<file path="src/hdl/q2e_pkg.sv">
// Package for the quaternion to Euler angle converter.
// Holds widths, the CORDIC arctangent table and the cell interface types.
// No dependencies.
package q2e_pkg;

  localparam int unsigned CORDIC_STAGES_DEF = 16;
  localparam int unsigned ANGLE_FRAC_DEF = 7;
  localparam int unsigned ACC_FRAC = 24;
  localparam int unsigned TABLE_LEN = 24;
  localparam int unsigned ACC_W = 36;
  localparam int unsigned CW = 38;   // CORDIC x/y datapath width
  localparam int unsigned DIV_W = 34; // divider remainder width
  localparam int unsigned Q_W = 31;   // Q30 quotient incl. one
  localparam int unsigned SQ_W = 62;  // squared argument width

  typedef logic signed [ACC_W-1:0] acc_t;
  typedef logic signed [CW-1:0] cval_t;

  function automatic acc_t atan_entry(input int unsigned i);
    case (i)
      0: atan_entry = 36'sd754974720;
      1: atan_entry = 36'sd445687602;
      2: atan_entry = 36'sd235489088;
      3: atan_entry = 36'sd119537938;
      4: atan_entry = 36'sd60000934;
      5: atan_entry = 36'sd30029717;
      6: atan_entry = 36'sd15018523;
      7: atan_entry = 36'sd7509720;
      8: atan_entry = 36'sd3754917;
      9: atan_entry = 36'sd1877466;
      10: atan_entry = 36'sd938734;
      11: atan_entry = 36'sd469367;
      12: atan_entry = 36'sd234684;
      13: atan_entry = 36'sd117342;
      14: atan_entry = 36'sd58671;
      15: atan_entry = 36'sd29335;
      16: atan_entry = 36'sd14668;
      17: atan_entry = 36'sd7334;
      18: atan_entry = 36'sd3667;
      19: atan_entry = 36'sd1833;
      20: atan_entry = 36'sd917;
      21: atan_entry = 36'sd458;
      22: atan_entry = 36'sd229;
      23: atan_entry = 36'sd115;
      default: atan_entry = '0;
    endcase
  endfunction

  // One CORDIC vectoring lane as carried between cells
  typedef struct packed {
    cval_t x;
    cval_t y;
    acc_t  acc;
  } lane_t;

endpackage

</file>
<file path="src/hdl/q2e_cordic_cell.sv">
// Vectoring CORDIC cell: a single micro-rotation per enabled cycle for 3 lanes.
// Depends on q2e_pkg.
module q2e_cordic_cell import q2e_pkg::*; #(
  parameter int unsigned IDX = 0
) (
  input  logic  clk,
  input  logic  en,
  input  lane_t lane_i [3],
  output lane_t lane_o [3]
);

  lane_t lane_r [3];
  lane_t lane_nxt [3];

  always_comb begin
    for (int k = 0; k < 3; k++) begin
      if (IDX >= TABLE_LEN) begin
        lane_nxt[k] = lane_i[k];
      end else if (!lane_i[k].y[CW-1]) begin
        lane_nxt[k].x = lane_i[k].x + (lane_i[k].y >>> IDX);
        lane_nxt[k].y = lane_i[k].y - (lane_i[k].x >>> IDX);
        lane_nxt[k].acc = lane_i[k].acc + atan_entry(IDX);
      end else begin
        lane_nxt[k].x = lane_i[k].x - (lane_i[k].y >>> IDX);
        lane_nxt[k].y = lane_i[k].y + (lane_i[k].x >>> IDX);
        lane_nxt[k].acc = lane_i[k].acc - atan_entry(IDX);
      end
    end
  end

  always_ff @(posedge clk) begin
    if (en) begin
      lane_r <= lane_nxt;
    end
  end

  assign lane_o = lane_r;

endmodule

</file>
<file path="config.mk">
export PLATFORM = sky130hd
export DESIGN_NAME = q2e_cordic_cell
export DESIGN_NICKNAME = d
export VERILOG_FILES = /design/src/hdl/q2e_pkg.sv /design/src/hdl/q2e_cordic_cell.sv
export SDC_FILE = /design/constraint.sdc
export NUM_CORES = 1
export LEC_CHECK = 0
export BUFFER_PORTS_ARGS = -buffer_cell sky130_fd_sc_hd__buf_2
export CAP_MARGIN = 20
export CELL_PAD_IN_SITES_DETAIL_PLACEMENT = 1
export CELL_PAD_IN_SITES_GLOBAL_PLACEMENT = 1
export CORE_MARGIN = 10
export CORE_UTILIZATION = 42
export CTS_CLUSTER_SIZE = 24
export DETAILED_ROUTE_END_ITERATION = 16
export PLACE_DENSITY = 0.86
export SLEW_MARGIN = 10
export SYNTH_ARGS = -nofsm -noshare
export SYNTH_HDL_FRONTEND = slang
export SYNTH_SLANG_ARGS = --single-unit
</file>
<file path="constraint.sdc">
create_clock -name clk -period 4.13 [get_ports clk]
set_input_delay 0.6195 -clock clk [delete_from_list [all_inputs] [get_ports clk]]
set_output_delay 0.6195 -clock clk [all_outputs]
set_load 0.03 [all_outputs]
</file>
==> run summary <==
Status = finished clean
Initial DRT Pass Iterations = 6
Fmax = 277 MHz
Post-route DRC = 0
Fraction of layout cells with a size suffix above 1 = 0.215
Drt wl/cell = 26.0 um
Slowest cell on the critical path = o41ai_1
# rows = 100
Die Y = 295 um
First-pass GRT wire length = 209 mm
IO Pins = 674
CP Cell Sequence = buf_2 -> buf_4 -> inv_1 -> ha_1 -> nand2b_1 -> a21oi_1 -> o41ai_1 -> buf_4 -> o21a_1 -> o21ai_0 -> buf_4 -> o211ai_1 -> nand2_1 -> a2111oi_0 -> a311oi_1 -> xor2_1
Max reg flops = 333
Power per cell area = 376 nW/um^2
Critical path type = in2reg
Max capacitance violation total = 0
# nets final = 5176
Worst setup EP type = flop
Worst EP required = 4.46 ns
Post-route ant nets = 0
DIE AREA = 87200 sq um
Vias = 32701
Unrepaired setup endpoints after global routing = no
DR iter-0 viols = 2738
Final wirelength = 142 mm
Layout area overhead = 21.3%
Largest net degree at the start of global routing = 80
Cell mode on critical path = buf_4
EDFF count, synth = 333
Library cells used by synthesis = 89
Post-synthesis area per instance = 8.60 sq um
Post-synth ARST share = 0
Placer Congestion = 1.00
DP HPWL = 115 mm
Setup-failing EPs final = 0
Slew @ Worst Pin = 0.891 ns
Fin crit share = 0.875
Post-layout min period = 3.61 ns
Endpoint arrival time on the critical path = 3.94 ns
Syn. warnings = 0
Initial core utilization = 0.425
Buf/Inv on CP = 5
Yosys top cell area share = 0.314
Count of port buffers added during placement = 673
Cell Area, Synth = 31800 sq um
Vias in the first global route = 33681
Worst hold path type = in2reg
Worst-path clk slew = 0.06 ns
Max FO, Critical Path = 3
Gr usage total = 0.309
Worst VDD drop = 297 uV
H-tree Lvls = 2
Core ar. = 74800 sq um
Worst stage delay on the critical path = 0.47 ns
Hold buffers post-CTS = 0
Post-CTS setup buffer count = 0
# resized after CTS = 0
Most frequent cells in the layout = buf_2, a21oi_1, ha_1
Lkg Pwr = 17.4 nW
Fin. max-slew vios = 0
Commonest non-fill, non-tap cell in the layout = buf_2
Synth Register Bits = 333
Cell family with most CP delay = compound AO/OA/AOI/OAI gates
Clk sinks = 333
Worst slack at placement = 0.0363 ns
CP Launch Type = input port
Syn nets = 4439
Die width = 295 um
Tot Pwr = 14.5 mW
Final global-route overflow total = 0
Initial antenna violation count = 38
Post-DR vias/cell = 5.99
Synth Flop Type = edfxtp_1
Final WS setup = 0.517 ns
Fill cells = 9164
Synth area leader = edfxtp_1
Clock root cell = clkbuf_16
Area contributors post-synth = edfxtp_1, ha_1, a21oi_1, xnor2_1, o21ai_0
Register area share after synthesis = 0.314
Num CTS Buffers = 44
Maximum root-to-sink buffer count = 3
Synth Instances = 3699
Slew Limit Headroom = 0.390
CTS tree = yes
Fin. Hold Viols = 0
[layer usage]
layer | vias up | global-route usage | wire [um]
li1 | 14708 | - | -
met1 | 16068 | 0.371 | 55300
met2 | 1571 | 0.519 | 67000
met3 | 324 | 0.0796 | 13500
met4 | 30 | 0.129 | 6210
met5 | - | 0 | 182
[path summary, 6_finish.rpt]
| path | startpoint | endpoint | cells after the start | slack [ns] |
|---|---|---|---|---|
| setup / recovery | lane_i[36] | lane_o[71]$_DFFE_PP_ | 16 | 0.52 |
| hold / removal | lane_i[114] | lane_o[114]$_DFFE_PP_ | 1 | 0.20 |
[per-stage QoR]
stage	util	hold slack, ns	setup TNS [ns]	std cells	cell area [sq um]
after CTS	0.515	0.170	0	5435	38500
after floorplan	-	0.718	0	3699	31800
after detailed placement	0.496	0.798	0	5359	37100
final	0.516	0.200	0	5457	38600
after global placement	0.496	0.796	-0.0000759	5359	37100
after global routing	0.516	0.173	0	5450	38600
[synthesized netlist by cell type, drive strengths merged (13+ instances only)]
library cell	count
a211oi	35
a21boi	26
a21o	81
a21oi	482
a31oi	30
and2	15
and3	13
buf	58
clkbuf	95
clkinv	19
edfxtp	333
ha	390
inv	343
mux2i	50
nand2	173
nand2b	47
nand3	53
nand4	51
nor2	337
nor2b	41
nor3	86
nor4	27
o211ai	26
o21a	39
o21ai	263
o21bai	98
o31ai	46
or2	15
or3	18
xnor2	204
xor2	38
[cell type report]
class | instances | area, sq um | share of cell area
diodes | 22 | 55.1 | 0.00143
clock buffers | 50 | 1120 | 0.0291
clock inverters | 26 | 309 | 0.00801
inverters | 362 | 1360 | 0.0352
multi-input cells | 2851 | 19800 | 0.514
flip-flops and latches | 333 | 10000 | 0.259
well taps | 969 | 1210 | 0.0314
repair buffers | 844 | 4710 | 0.122
[kinds of logic after synthesis]
| logic type | Yosys count | share of synthesized area |
|---|---|---|
| flops | 333 | 0.314 |
| buf+inv | 515 | 0.0624 |
| xor+xnor | 242 | 0.0666 |
| fa+ha+maj | 402 | 0.161 |
| simple gates | 902 | 0.134 |
| compound gates | 1255 | 0.246 |
| mux | 50 | 0.0157 |
[report_power, final]
part,internal [mW],total (mW),switching (mW)
clock network,2.32,3.95,1.63
registers,4.41,4.60,0.195
logic,1.90,5.98,4.08
No activity file was read; power rests on OpenSTA's default activity.
