===== config.mk =====
export PLATFORM = sky130hd
export DESIGN_NAME = q2e_sqrt_cell
export DESIGN_NICKNAME = d
export VERILOG_FILES = /design/src/hdl/q2e_pkg.sv /design/src/hdl/q2e_sqrt_cell.sv
export SDC_FILE = /design/constraint.sdc
export NUM_CORES = 1
export LEC_CHECK = 0
export BUFFER_PORTS_ARGS = -buffer_cell sky130_fd_sc_hd__buf_2
export CORE_MARGIN = 5
export CORE_UTILIZATION = 55
export DETAILED_ROUTE_END_ITERATION = 6
export PLACE_DENSITY = 0.83
export SLEW_MARGIN = 20
export SYNTH_ARGS = -nofsm -noshare
export SYNTH_HDL_FRONTEND = slang
export SYNTH_SLANG_ARGS = --single-unit

===== constraint.sdc =====
create_clock -name clk -period 10.1 [get_ports clk]
set_clock_uncertainty 0.1 [all_clocks]
set_input_delay 3.03 -clock clk [delete_from_list [all_inputs] [get_ports clk]]
set_output_delay 3.03 -clock clk [all_outputs]
set_load 0.02 [all_outputs]

===== src/hdl/q2e_pkg.sv =====
// Package for the quaternion to Euler angle converter.
// Holds widths, the CORDIC arctangent table and the cell interface types.
// No dependencies.
package q2e_pkg;

  localparam int unsigned CORDIC_STAGES_DEF = 16;
  localparam int unsigned ANGLE_FRAC_DEF = 7;
  localparam int unsigned ACC_FRAC = 24;
  localparam int unsigned TABLE_LEN = 24;
  localparam int unsigned ACC_W = 36;
  localparam int unsigned CW = 38;   // CORDIC x/y datapath width
  localparam int unsigned DIV_W = 34; // divider remainder width
  localparam int unsigned Q_W = 31;   // Q30 quotient incl. one
  localparam int unsigned SQ_W = 62;  // squared argument width

  typedef logic signed [ACC_W-1:0] acc_t;
  typedef logic signed [CW-1:0] cval_t;

  function automatic acc_t atan_entry(input int unsigned i);
    case (i)
      0: atan_entry = 36'sd754974720;
      1: atan_entry = 36'sd445687602;
      2: atan_entry = 36'sd235489088;
      3: atan_entry = 36'sd119537938;
      4: atan_entry = 36'sd60000934;
      5: atan_entry = 36'sd30029717;
      6: atan_entry = 36'sd15018523;
      7: atan_entry = 36'sd7509720;
      8: atan_entry = 36'sd3754917;
      9: atan_entry = 36'sd1877466;
      10: atan_entry = 36'sd938734;
      11: atan_entry = 36'sd469367;
      12: atan_entry = 36'sd234684;
      13: atan_entry = 36'sd117342;
      14: atan_entry = 36'sd58671;
      15: atan_entry = 36'sd29335;
      16: atan_entry = 36'sd14668;
      17: atan_entry = 36'sd7334;
      18: atan_entry = 36'sd3667;
      19: atan_entry = 36'sd1833;
      20: atan_entry = 36'sd917;
      21: atan_entry = 36'sd458;
      22: atan_entry = 36'sd229;
      23: atan_entry = 36'sd115;
      default: atan_entry = '0;
    endcase
  endfunction

  // One CORDIC vectoring lane as carried between cells
  typedef struct packed {
    cval_t x;
    cval_t y;
    acc_t  acc;
  } lane_t;

endpackage


===== src/hdl/q2e_sqrt_cell.sv =====
// Digit-by-digit square root cell: settle one result bit per enabled cycle.
// Depends on q2e_pkg.
module q2e_sqrt_cell import q2e_pkg::*; #(
  parameter int unsigned IDX = 0
) (
  input  logic            clk,
  input  logic            en,
  input  logic [SQ_W-1:0] val_i,
  input  logic [SQ_W-1:0] res_i,
  output logic [SQ_W-1:0] val_o,
  output logic [SQ_W-1:0] res_o
);

  localparam logic [SQ_W-1:0] BIT = SQ_W'(1) << (SQ_W - 2 - 2 * IDX);

  logic [SQ_W-1:0] val_r, val_nxt, res_r, res_nxt;
  logic [SQ_W:0]   trial;

  always_comb begin
    trial = {1'b0, res_i} + {1'b0, BIT};
    if ({1'b0, val_i} >= trial) begin
      val_nxt = val_i - SQ_W'(trial);
      res_nxt = (res_i >> 1) + BIT;
    end else begin
      val_nxt = val_i;
      res_nxt = res_i >> 1;
    end
  end

  always_ff @(posedge clk) begin
    if (en) begin
      val_r <= val_nxt;
      res_r <= res_nxt;
    end
  end

  assign val_o = val_r;
  assign res_o = res_r;

endmodule


==> reports/results.ini <==
[pwr]
p_comb_share_pct = 29.4
sw_frac_of_total_pct = 32.0
p_leak_uw = 0.00466
power_frac_seq_pct = 37.5
p_sw_uw = 558
p_int_uw = 1190
irDropWorstVdd_mv = 0.133
clkPwrFrac_pct = 33.1
power.density_nw_per_um2 = 169

[sta]
maxSlewViolCount = 0
rsz0062_at_grt = no
slew_headroom_pct = 43.1
period_needed_ns = 6.78
hold_slack_ns = 2.69
hold_violations = 0
worstMarginPinSlew_ns = 0.853
max_freq_mhz = 147
fin_setup_tns_ns = 0
setup_viol = 0
min_period_over_period_pct = 67.1

[worst_setup_path]
crit_type = in2reg
end_kind = flip-flop
crit_fanout = 74
crit_chain = buf_2, inv_1, ha_1, nand2_1, a211o_1, a211o_1, a311o_1, a21oi_2, a21oi_2, o41ai_4, buf_4, buf_4, mux2_2
critPathArrivalTime_ns = 6.85
cpPeakStageDelay_ns = 0.66
timing.critical_path.buf_inv = 4
crit_family = compound AO/OA/AOI/OAI gates
required_ns = 10.17
cpMaxStageDelayCell = buf_4
worst_setup_path_start_kind = input port

[layout]
multi_input_area_um2 = 4200
nFillCells = 1204
layout-area-overhead-vs-synth_pct = 22.6
drive_gt1_share_pct = 26.6
final-seq-area_um2 = 3720
final_nets = 1304
final_cells = 1315

[floorplan]
initial_core_util_pct = 55.7
core_um2 = 15100
dieArea_um2 = 17900
row_count = 45
ioPinCount = 250
chipHeight_um = 134
die_w_um = 134

[synth]
syn_area_per_cell_um2 = 9.63
synth_fa_ha_area_share_pct = 9.76
synthesis.area_um2 = 8410
synthesis.nets = 1064
synth_ff_type = edfxtp_1
synth_edf_count = 124
synth_top_family_by_area = compound AO/OA/AOI/OAI gates
syn_inst = 873
synthMuxAreaShare_pct = 2.25
ys_warn_count = 0
synth_cell_types = 59
synth-xor-area-share_pct = 5.83
synthArstFlopShare_pct = 0
ys_ff_latch = 124
synth_seq_area_share_pct = 44.3
synth_compound_area_share_pct = 19.7
synth_simple_gate_area_share_pct = 12.3

[clock_network]
clk_pin_slew_ns = 0.06
clockBufferDepth = 2
clock-sinks = 124
root_buffer = clkbuf_16
cts_resized = 0
cts_setup_buffers = 0
htreeDepth = 4
cts_buffers = 17
cts_tree = done
hold_buffers = 0

[route]
drc = 0
initialDrtViolationCount = 682
routed_wl_mm = 23.9
ant_nets = 0
viasPerCell = 5.77
vias = 7585
wl_per_cell_um = 18.2
first_pass_iters = 6

[global_route]
grt_pass1_wl_mm = 37.7
overflow = 0
antenna_found_initial = 1
grt_pass1_vias = 7407
grtUsageTotal_pct = 26.5
grt_max_degree = 75
use_met2_pct = 44.5
grt-busiest-layer = met2
grt_util_met1_pct = 33.3
met3_usage_pct = 6.76

[place]
place.gp.congestion = 0.969
io_buffer_count = 249
hpwlAfterDp_mm = 19.1
dp_cells = 1282

[worst_hold_path]
whs_endpoint = res_o[37]$_DFFE_PP_
holdPathStages = 1
worstHoldStart = res_i[38]
hold_path_class = in2reg

[run_status]
status = finished clean

[flow_run]
maxCapViolCount = 0

-- worst max path at each step --
stage | from | endpoint | slack, ns | cells after the start
floorplan | val_i[0] | val_o[30]$_DFFE_PP_ | 3.97 | 13
global placement | res_i[4] | val_o[21]$_DFFE_PP_ | 3.04 | 13
detailed placement | res_i[4] | val_o[57]$_DFFE_PP_ | 2.89 | 13
CTS | res_i[4] | val_o[6]$_DFFE_PP_ | 3.31 | 13
global route | res_i[4] | val_o[59]$_DFFE_PP_ | 3.09 | 13
finish | res_i[4] | val_o[6]$_DFFE_PP_ | 3.32 | 13
-- power by group through the flow --
stage               Clock [µW]  Sequential, µW  Combinational [µW]
detailed placement           0             665                 507
floorplan                    0             742                 267
global placement             0             664                 499
global route               607             660                 559
finish                     577             655                 513
CTS                        584             655                 511
-- metal layers --
metal  up-vias  part of all wire [%]
met1      3517                    42
li1       3670                     -
met3        53                   7.8
met5         -                     0
met4         0                   2.6
met2       345                    48
-- state kept, by name (all words and copies together), names as in the netlist --
| name | cells |
|---|---|
| val_o | 62 |
| res_o | 62 |
-- synthesized netlist by cell type, types with 4 or more instances --
| cell type | count | share of area [%] |
|---|---|---|
| a211oi_1 | 4 | 0.36 |
| a21boi_0 | 4 | 0.36 |
| a21o_1 | 23 | 2.1 |
| a21oi_1 | 128 | 7.6 |
| a31oi_1 | 4 | 0.30 |
| and2_1 | 5 | 0.37 |
| buf_2 | 4 | 0.24 |
| buf_4 | 8 | 0.71 |
| clkbuf_1 | 20 | 0.89 |
| edfxtp_1 | 124 | 44 |
| ha_1 | 64 | 9.5 |
| inv_1 | 89 | 4.0 |
| mux2_2 | 12 | 1.6 |
| nand2_1 | 52 | 2.3 |
| nand2b_1 | 8 | 0.60 |
| nand3_1 | 17 | 1.0 |
| nand4_1 | 22 | 1.6 |
| nor2_1 | 86 | 3.8 |
| nor2b_1 | 5 | 0.37 |
| nor3_1 | 15 | 0.89 |
| nor4_1 | 4 | 0.30 |
| o21a_1 | 8 | 0.71 |
| o21ai_0 | 37 | 2.2 |
| o21bai_1 | 18 | 1.6 |
| or3_1 | 4 | 0.30 |
| xnor2_1 | 40 | 4.2 |
| xor2_1 | 16 | 1.7 |
-- cell usage in the layout (no fill, tap or decap), drive strengths merged, types with 16 or more instances in the layout --
cell    count
nand2      52
xor2       16
a21o       23
ha         64
buf       253
a21oi     130
inv        89
o21ai      37
nand3      17
xnor2      40
o21bai     18
edfxtp    124
nand4      22
clkbuf     22
nor2       86
-- area by class of cell --
cell class / count / area share [%]
multi-input combinational: 628 / 40.7
sequential: 124 / 36.1
timing repair buffer: 253 / 12.4
clock buffer: 22 / 4.31
inverter: 89 / 3.24
tap: 188 / 2.28
clock inverter: 10 / 0.958
antenna: 1 / 0.0243
-- logic make-up after synthesis --
group | count (synthesis)
compound gates | 265
simple gates | 225
flops | 124
buf+inv | 121
fa+ha+maj | 65
xor+xnor | 56
mux | 17
-- stage by stage --
stage	setup WS [ns]	total power [µW]	util, %	cell area (µm²)
final	3.32	1740	68.3	10300
after detailed placement	2.89	1170	64.7	9770
after global routing	3.09	1830	68.3	10300
after CTS	3.31	1750	68.3	10300
after floorplan	3.97	1010	-	8410
after global placement	3.04	1160	64.7	9770
No activity file was read; power rests on OpenSTA's default activity.
