$ cat src/hdl/q2e_pkg.sv
// Package for the quaternion to Euler angle converter.
// Holds widths, the CORDIC arctangent table and the cell interface types.
// No dependencies.
package q2e_pkg;

  localparam int unsigned CORDIC_STAGES_DEF = 16;
  localparam int unsigned ANGLE_FRAC_DEF = 7;
  localparam int unsigned ACC_FRAC = 24;
  localparam int unsigned TABLE_LEN = 24;
  localparam int unsigned ACC_W = 36;
  localparam int unsigned CW = 38;   // CORDIC x/y datapath width
  localparam int unsigned DIV_W = 34; // divider remainder width
  localparam int unsigned Q_W = 31;   // Q30 quotient incl. one
  localparam int unsigned SQ_W = 62;  // squared argument width

  typedef logic signed [ACC_W-1:0] acc_t;
  typedef logic signed [CW-1:0] cval_t;

  function automatic acc_t atan_entry(input int unsigned i);
    case (i)
      0: atan_entry = 36'sd754974720;
      1: atan_entry = 36'sd445687602;
      2: atan_entry = 36'sd235489088;
      3: atan_entry = 36'sd119537938;
      4: atan_entry = 36'sd60000934;
      5: atan_entry = 36'sd30029717;
      6: atan_entry = 36'sd15018523;
      7: atan_entry = 36'sd7509720;
      8: atan_entry = 36'sd3754917;
      9: atan_entry = 36'sd1877466;
      10: atan_entry = 36'sd938734;
      11: atan_entry = 36'sd469367;
      12: atan_entry = 36'sd234684;
      13: atan_entry = 36'sd117342;
      14: atan_entry = 36'sd58671;
      15: atan_entry = 36'sd29335;
      16: atan_entry = 36'sd14668;
      17: atan_entry = 36'sd7334;
      18: atan_entry = 36'sd3667;
      19: atan_entry = 36'sd1833;
      20: atan_entry = 36'sd917;
      21: atan_entry = 36'sd458;
      22: atan_entry = 36'sd229;
      23: atan_entry = 36'sd115;
      default: atan_entry = '0;
    endcase
  endfunction

  // One CORDIC vectoring lane as carried between cells
  typedef struct packed {
    cval_t x;
    cval_t y;
    acc_t  acc;
  } lane_t;

endpackage

$ cat src/hdl/q2e_div_cell.sv
// One restoring-division cell: one quotient bit per enabled cycle.
// Depends on q2e_pkg.
module q2e_div_cell import q2e_pkg::*; (
  input  logic             clk,
  input  logic             en,
  input  logic [DIV_W-1:0] rem_i,
  input  logic [DIV_W-1:0] den_i,
  input  logic [Q_W-1:0]   quo_i,
  output logic [DIV_W-1:0] rem_o,
  output logic [DIV_W-1:0] den_o,
  output logic [Q_W-1:0]   quo_o
);

  logic [DIV_W:0]   shl;
  logic [DIV_W-1:0] rem_r, rem_nxt, den_r;
  logic [Q_W-1:0]   quo_r, quo_nxt;

  always_comb begin
    shl = {rem_i, 1'b0};
    if (shl >= {1'b0, den_i}) begin
      rem_nxt = DIV_W'(shl - {1'b0, den_i});
      quo_nxt = {quo_i[Q_W-2:0], 1'b1};
    end else begin
      rem_nxt = shl[DIV_W-1:0];
      quo_nxt = {quo_i[Q_W-2:0], 1'b0};
    end
  end

  always_ff @(posedge clk) begin
    if (en) begin
      rem_r <= rem_nxt;
      den_r <= den_i;
      quo_r <= quo_nxt;
    end
  end

  assign rem_o = rem_r;
  assign den_o = den_r;
  assign quo_o = quo_r;

endmodule

$ cat config.mk
export PLATFORM = sky130hd
export DESIGN_NAME = q2e_div_cell
export DESIGN_NICKNAME = d
export VERILOG_FILES = /design/src/hdl/q2e_pkg.sv /design/src/hdl/q2e_div_cell.sv
export SDC_FILE = /design/constraint.sdc
export NUM_CORES = 1
export LEC_CHECK = 0
export ABC_AREA = 1
export BUFFER_PORTS_ARGS = -buffer_cell sky130_fd_sc_hd__buf_4
export CORE_MARGIN = 4
export CORE_UTILIZATION = 45
export DETAILED_ROUTE_END_ITERATION = 16
export PLACE_DENSITY_LB_ADDON = 0.08
export SLEW_MARGIN = 20
export SYNTH_ARGS = -nofsm -noshare
export SYNTH_HDL_FRONTEND = slang
export SYNTH_SLANG_ARGS = --single-unit
export TNS_END_PERCENT = 10
$ cat constraint.sdc
create_clock -name clk -period 5.2 [get_ports clk]
set_clock_uncertainty 0.05 [all_clocks]
set_input_delay 0.26 -clock clk [delete_from_list [all_inputs] [get_ports clk]]
set_output_delay 0.26 -clock clk [all_outputs]
set_load 0.02 [all_outputs]
==> metrics.txt <==
# TYPE chip_impl_metric gauge
chip_impl_metric{name="critical_path_arrival",unit="ns"} 2.37
chip_impl_metric{name="cts_sinks",unit=""} 99
chip_impl_metric{name="drt-vias-per-instance",unit=""} 4.62
chip_impl_metric{name="detailedRoute.firstIterationViolations",unit=""} 214
chip_impl_metric{name="fmaxAchievable",unit="GHz"} 0.432
chip_impl_info{name="synthTopCellsByArea",value="edfxtp_1, nand2_1, inv_1"} 1
chip_impl_metric{name="synth_seq_area_share",unit="%"} 48.7
chip_impl_metric{name="ir_drop",unit="V"} 0.000217
chip_impl_metric{name="grt_pass1_vias",unit=""} 5131
chip_impl_metric{name="grt_start_max_net_pins",unit=""} 63
chip_impl_metric{name="maximum_capacitance_violations",unit=""} 0
chip_impl_metric{name="drc",unit=""} 0
chip_impl_metric{name="antenna_violations_before_repair",unit=""} 0
chip_impl_metric{name="timing.critical_path.fanout_max",unit=""} 4
chip_impl_metric{name="fp-row-count",unit=""} 42
chip_impl_info{name="cts_root_buffer",value="clkbuf_16"} 1
chip_impl_metric{name="tightest_slew",unit="ns"} 0.888
chip_impl_metric{name="avgSynthCellArea",unit="um2"} 8.16
chip_impl_metric{name="grt_first_pass_wirelength",unit="mm"} 25.9
chip_impl_metric{name="synth_fa_ha_area_share",unit="%"} 7.30
chip_impl_metric{name="dpl-instance-area",unit="um2"} 7760
chip_impl_metric{name="p_leak",unit="nW"} 4.18
chip_impl_metric{name="start_util",unit="%"} 46.1
chip_impl_metric{name="final_design_area_no_fill",unit="um2"} 8080
chip_impl_metric{name="area.growth.synth_to_final",unit="%"} 32.5
chip_impl_metric{name="placement.io_buffers",unit=""} 198
chip_impl_info{name="timing.hold.worst.start",value="quo_i[17]"} 1
chip_impl_metric{name="finalSetupTns",unit="ns"} 0
chip_impl_metric{name="cts_buffer_depth",unit=""} 2
chip_impl_metric{name="placeableCoreArea",unit="um2"} 13200
chip_impl_info{name="start_kind",value="input pin"} 1
chip_impl_metric{name="num_antenna_cells",unit=""} 0
chip_impl_metric{name="gpl.final_weighted_congestion",unit=""} 0.878
chip_impl_info{name="tritoncts",value="built"} 1
chip_impl_metric{name="die_h",unit="um"} 124
chip_impl_metric{name="final.period_utilization",unit="%"} 44.5
chip_impl_info{name="hp-class",value="input pin to register"} 1
chip_impl_metric{name="boundaryPins",unit=""} 200
chip_impl_metric{name="cts-htree-levels",unit=""} 3
chip_impl_metric{name="report.final.slew_viol_count",unit=""} 0
chip_impl_info{name="critical_setup_path_kind",value="input pin to register"} 1
chip_impl_metric{name="synthDistinctLibCells",unit=""} 31
chip_impl_metric{name="hold_violations",unit=""} 0
chip_impl_metric{name="synth_xor_area_share",unit="%"} 2.58
chip_impl_info{name="worst_setup_end_kind",value="register"} 1
chip_impl_metric{name="final_nets",unit=""} 1088
chip_impl_metric{name="setup-violations-final",unit=""} 0
chip_impl_info{name="mostFrequentLayoutCell",value="nand2_1"} 1
chip_impl_metric{name="numCtsBuffers",unit=""} 9
chip_impl_metric{name="dp_hpwl",unit="mm"} 13.0
chip_impl_metric{name="finish.cell_count_without_fillers",unit=""} 1133
chip_impl_metric{name="postRouteWirelength",unit="mm"} 16.0
chip_impl_metric{name="gr-usage-all-layers",unit="%"} 20.7
chip_impl_metric{name="critical_path_required",unit="ns"} 5.26
chip_impl_info{name="final_cell_mix",value="nand2_1, buf_4, inv_1, edfxtp_1, nor2_1"} 1
chip_impl_metric{name="post_synth_and_or_nand_nor_area_fraction",unit="%"} 28.2
chip_impl_metric{name="fp.dieArea",unit="um2"} 15500
chip_impl_metric{name="layout-drive-gt1-share",unit="%"} 25.5
chip_impl_metric{name="gr-total-overflow",unit=""} 0
chip_impl_info{name="timing.hold.worst_endpoint",value="quo_o[18]$_DFFE_PP_"} 1
chip_impl_info{name="grt_setup_unrepaired",value="false"} 1
chip_impl_metric{name="worst_slew_margin_rel",unit="%"} 40.1
chip_impl_metric{name="die_x",unit="um"} 124
chip_impl_metric{name="ys_seq_elements",unit=""} 99
chip_impl_metric{name="vias",unit=""} 5229
chip_impl_info{name="synth.largest_area_cell",value="edfxtp_1"} 1
chip_impl_info{name="synth_top_family_by_area",value="simple AND/OR/NAND/NOR gates"} 1
chip_impl_metric{name="synth.mux.area_fraction",unit="%"} 0
chip_impl_metric{name="syn-instance-count",unit=""} 748
chip_impl_metric{name="worst_setup_hold_path_clk_slew",unit="ns"} 0.07
chip_impl_metric{name="count_of_nets_left_with_antenna_violations_after_detail_routing",unit=""} 0
chip_impl_metric{name="net_count_after_synthesis",unit=""} 884
chip_impl_metric{name="period_needed",unit="ns"} 2.32
chip_impl_metric{name="powerDensity",unit="nW/um2"} 297
chip_impl_metric{name="drtPass1Iterations",unit=""} 5
chip_impl_metric{name="route.detailed.wl_per_inst",unit="um"} 14.1
chip_impl_info{name="run_status",value="finished clean"} 1
chip_impl_metric{name="mappedNetlistArea",unit="um2"} 6100
chip_impl_metric{name="synth_warnings",unit=""} 0
chip_impl_metric{name="cts_post_setup_buffers_inserted",unit=""} 0
chip_impl_metric{name="yosysTopAreaCellShare",unit="%"} 48.7
chip_impl_metric{name="place.detailed.instances",unit=""} 1117
chip_impl_metric{name="postCtsHoldBufs",unit=""} 0
chip_impl_metric{name="postCtsResizedCells",unit=""} 0
chip_impl_metric{name="timing.hold.worst_path_depth",unit=""} 1
chip_impl_metric{name="synth_compound_gate_area_share",unit="%"} 3.61
worst max path at each step:
stage               slack, ns  depth (start not counted)      start                   to
floorplan                3.28                         12  den_i[27]  rem_o[25]$_DFFE_PP_
global placement         2.52                         11   rem_i[4]  rem_o[29]$_DFFE_PP_
detailed placement       2.48                         12  den_i[11]  rem_o[29]$_DFFE_PP_
CTS                      2.87                         12  den_i[11]  rem_o[29]$_DFFE_PP_
global route             2.72                         12  den_i[11]  rem_o[29]$_DFFE_PP_
finish                   2.88                         11  rem_i[10]  rem_o[29]$_DFFE_PP_
through the flow:
step                worst slack [ns]  power (W)  utilization (%)  hold WS [ns]
floorplan                       3.28    0.00142                -         0.309
global placement                2.52    0.00169             58.6         0.388
detailed placement              2.48    0.00170             58.6         0.390
CTS                             2.87    0.00243             61.0        0.0226
global route                    2.72    0.00254             61.0        0.0210
finish                          2.88    0.00240             61.0        0.0364
cells by family (layout without fill, tap and decap cells):
group	count (synthesis)	after routing
simple gates	410	410
buf+inv	145	354
flops	99	99
compound gates	41	41
fa+ha+maj	35	35
xor+xnor	18	18
cell type report:
cell class,count,area (um2)
clock buffers,10,229
flip-flops and latches,99,2970
clock inverters,6,97.6
inverters,139,524
multi-input cells,504,2540
repair buffers,199,1490
well taps,176,220
fillers,1258,5160
cells in the mapped netlist (all sizes together):
cell type	count
nor4	1
or2	1
inv	139
nand3	31
ha	34
o21bai	2
nor3	8
xnor2	3
buf	6
nor2	59
fa	1
o21ai	11
nand3b	6
xor2	15
nand2	300
a21oi	27
nand4	4
a21o	1
edfxtp	99
per-layer routing:
| layer | track usage (%) | vias up | routed length [um] |
|---|---|---|---|
| met4 | 7.22 | 0 | 263 |
| li1 | - | 2760 | - |
| met2 | 32.1 | 178 | 6990 |
| met1 | 28.3 | 2273 | 7600 |
| met5 | 0 | - | 0 |
| met3 | 5.27 | 18 | 1130 |
critical path, stage by stage:
cell and delay [ns]:
buf_4 0.12, ha_1 0.34, nand2_1 0.13, nor2_1 0.24
nand2_1 0.07, o21ai_0 0.71, nand2_1 0.19, nand2_1 0.10
nand2_1 0.05, nand3_1 0.10, nand2_1 0.06
flip-flops by register name, indices dropped and copies added (netlist names):
signal	count
den_o	34
rem_o	34
quo_o	31
power breakdown:
| group | internal (W) | total, W | switching, W |
|---|---|---|---|
| combinational | 0.000265 | 0.000672 | 0.000407 |
| clock | 0.000429 | 0.000730 | 0.000302 |
| sequential | 0.000980 | 0.00100 | 0.0000214 |
Power figures use the tool's default switching activity.
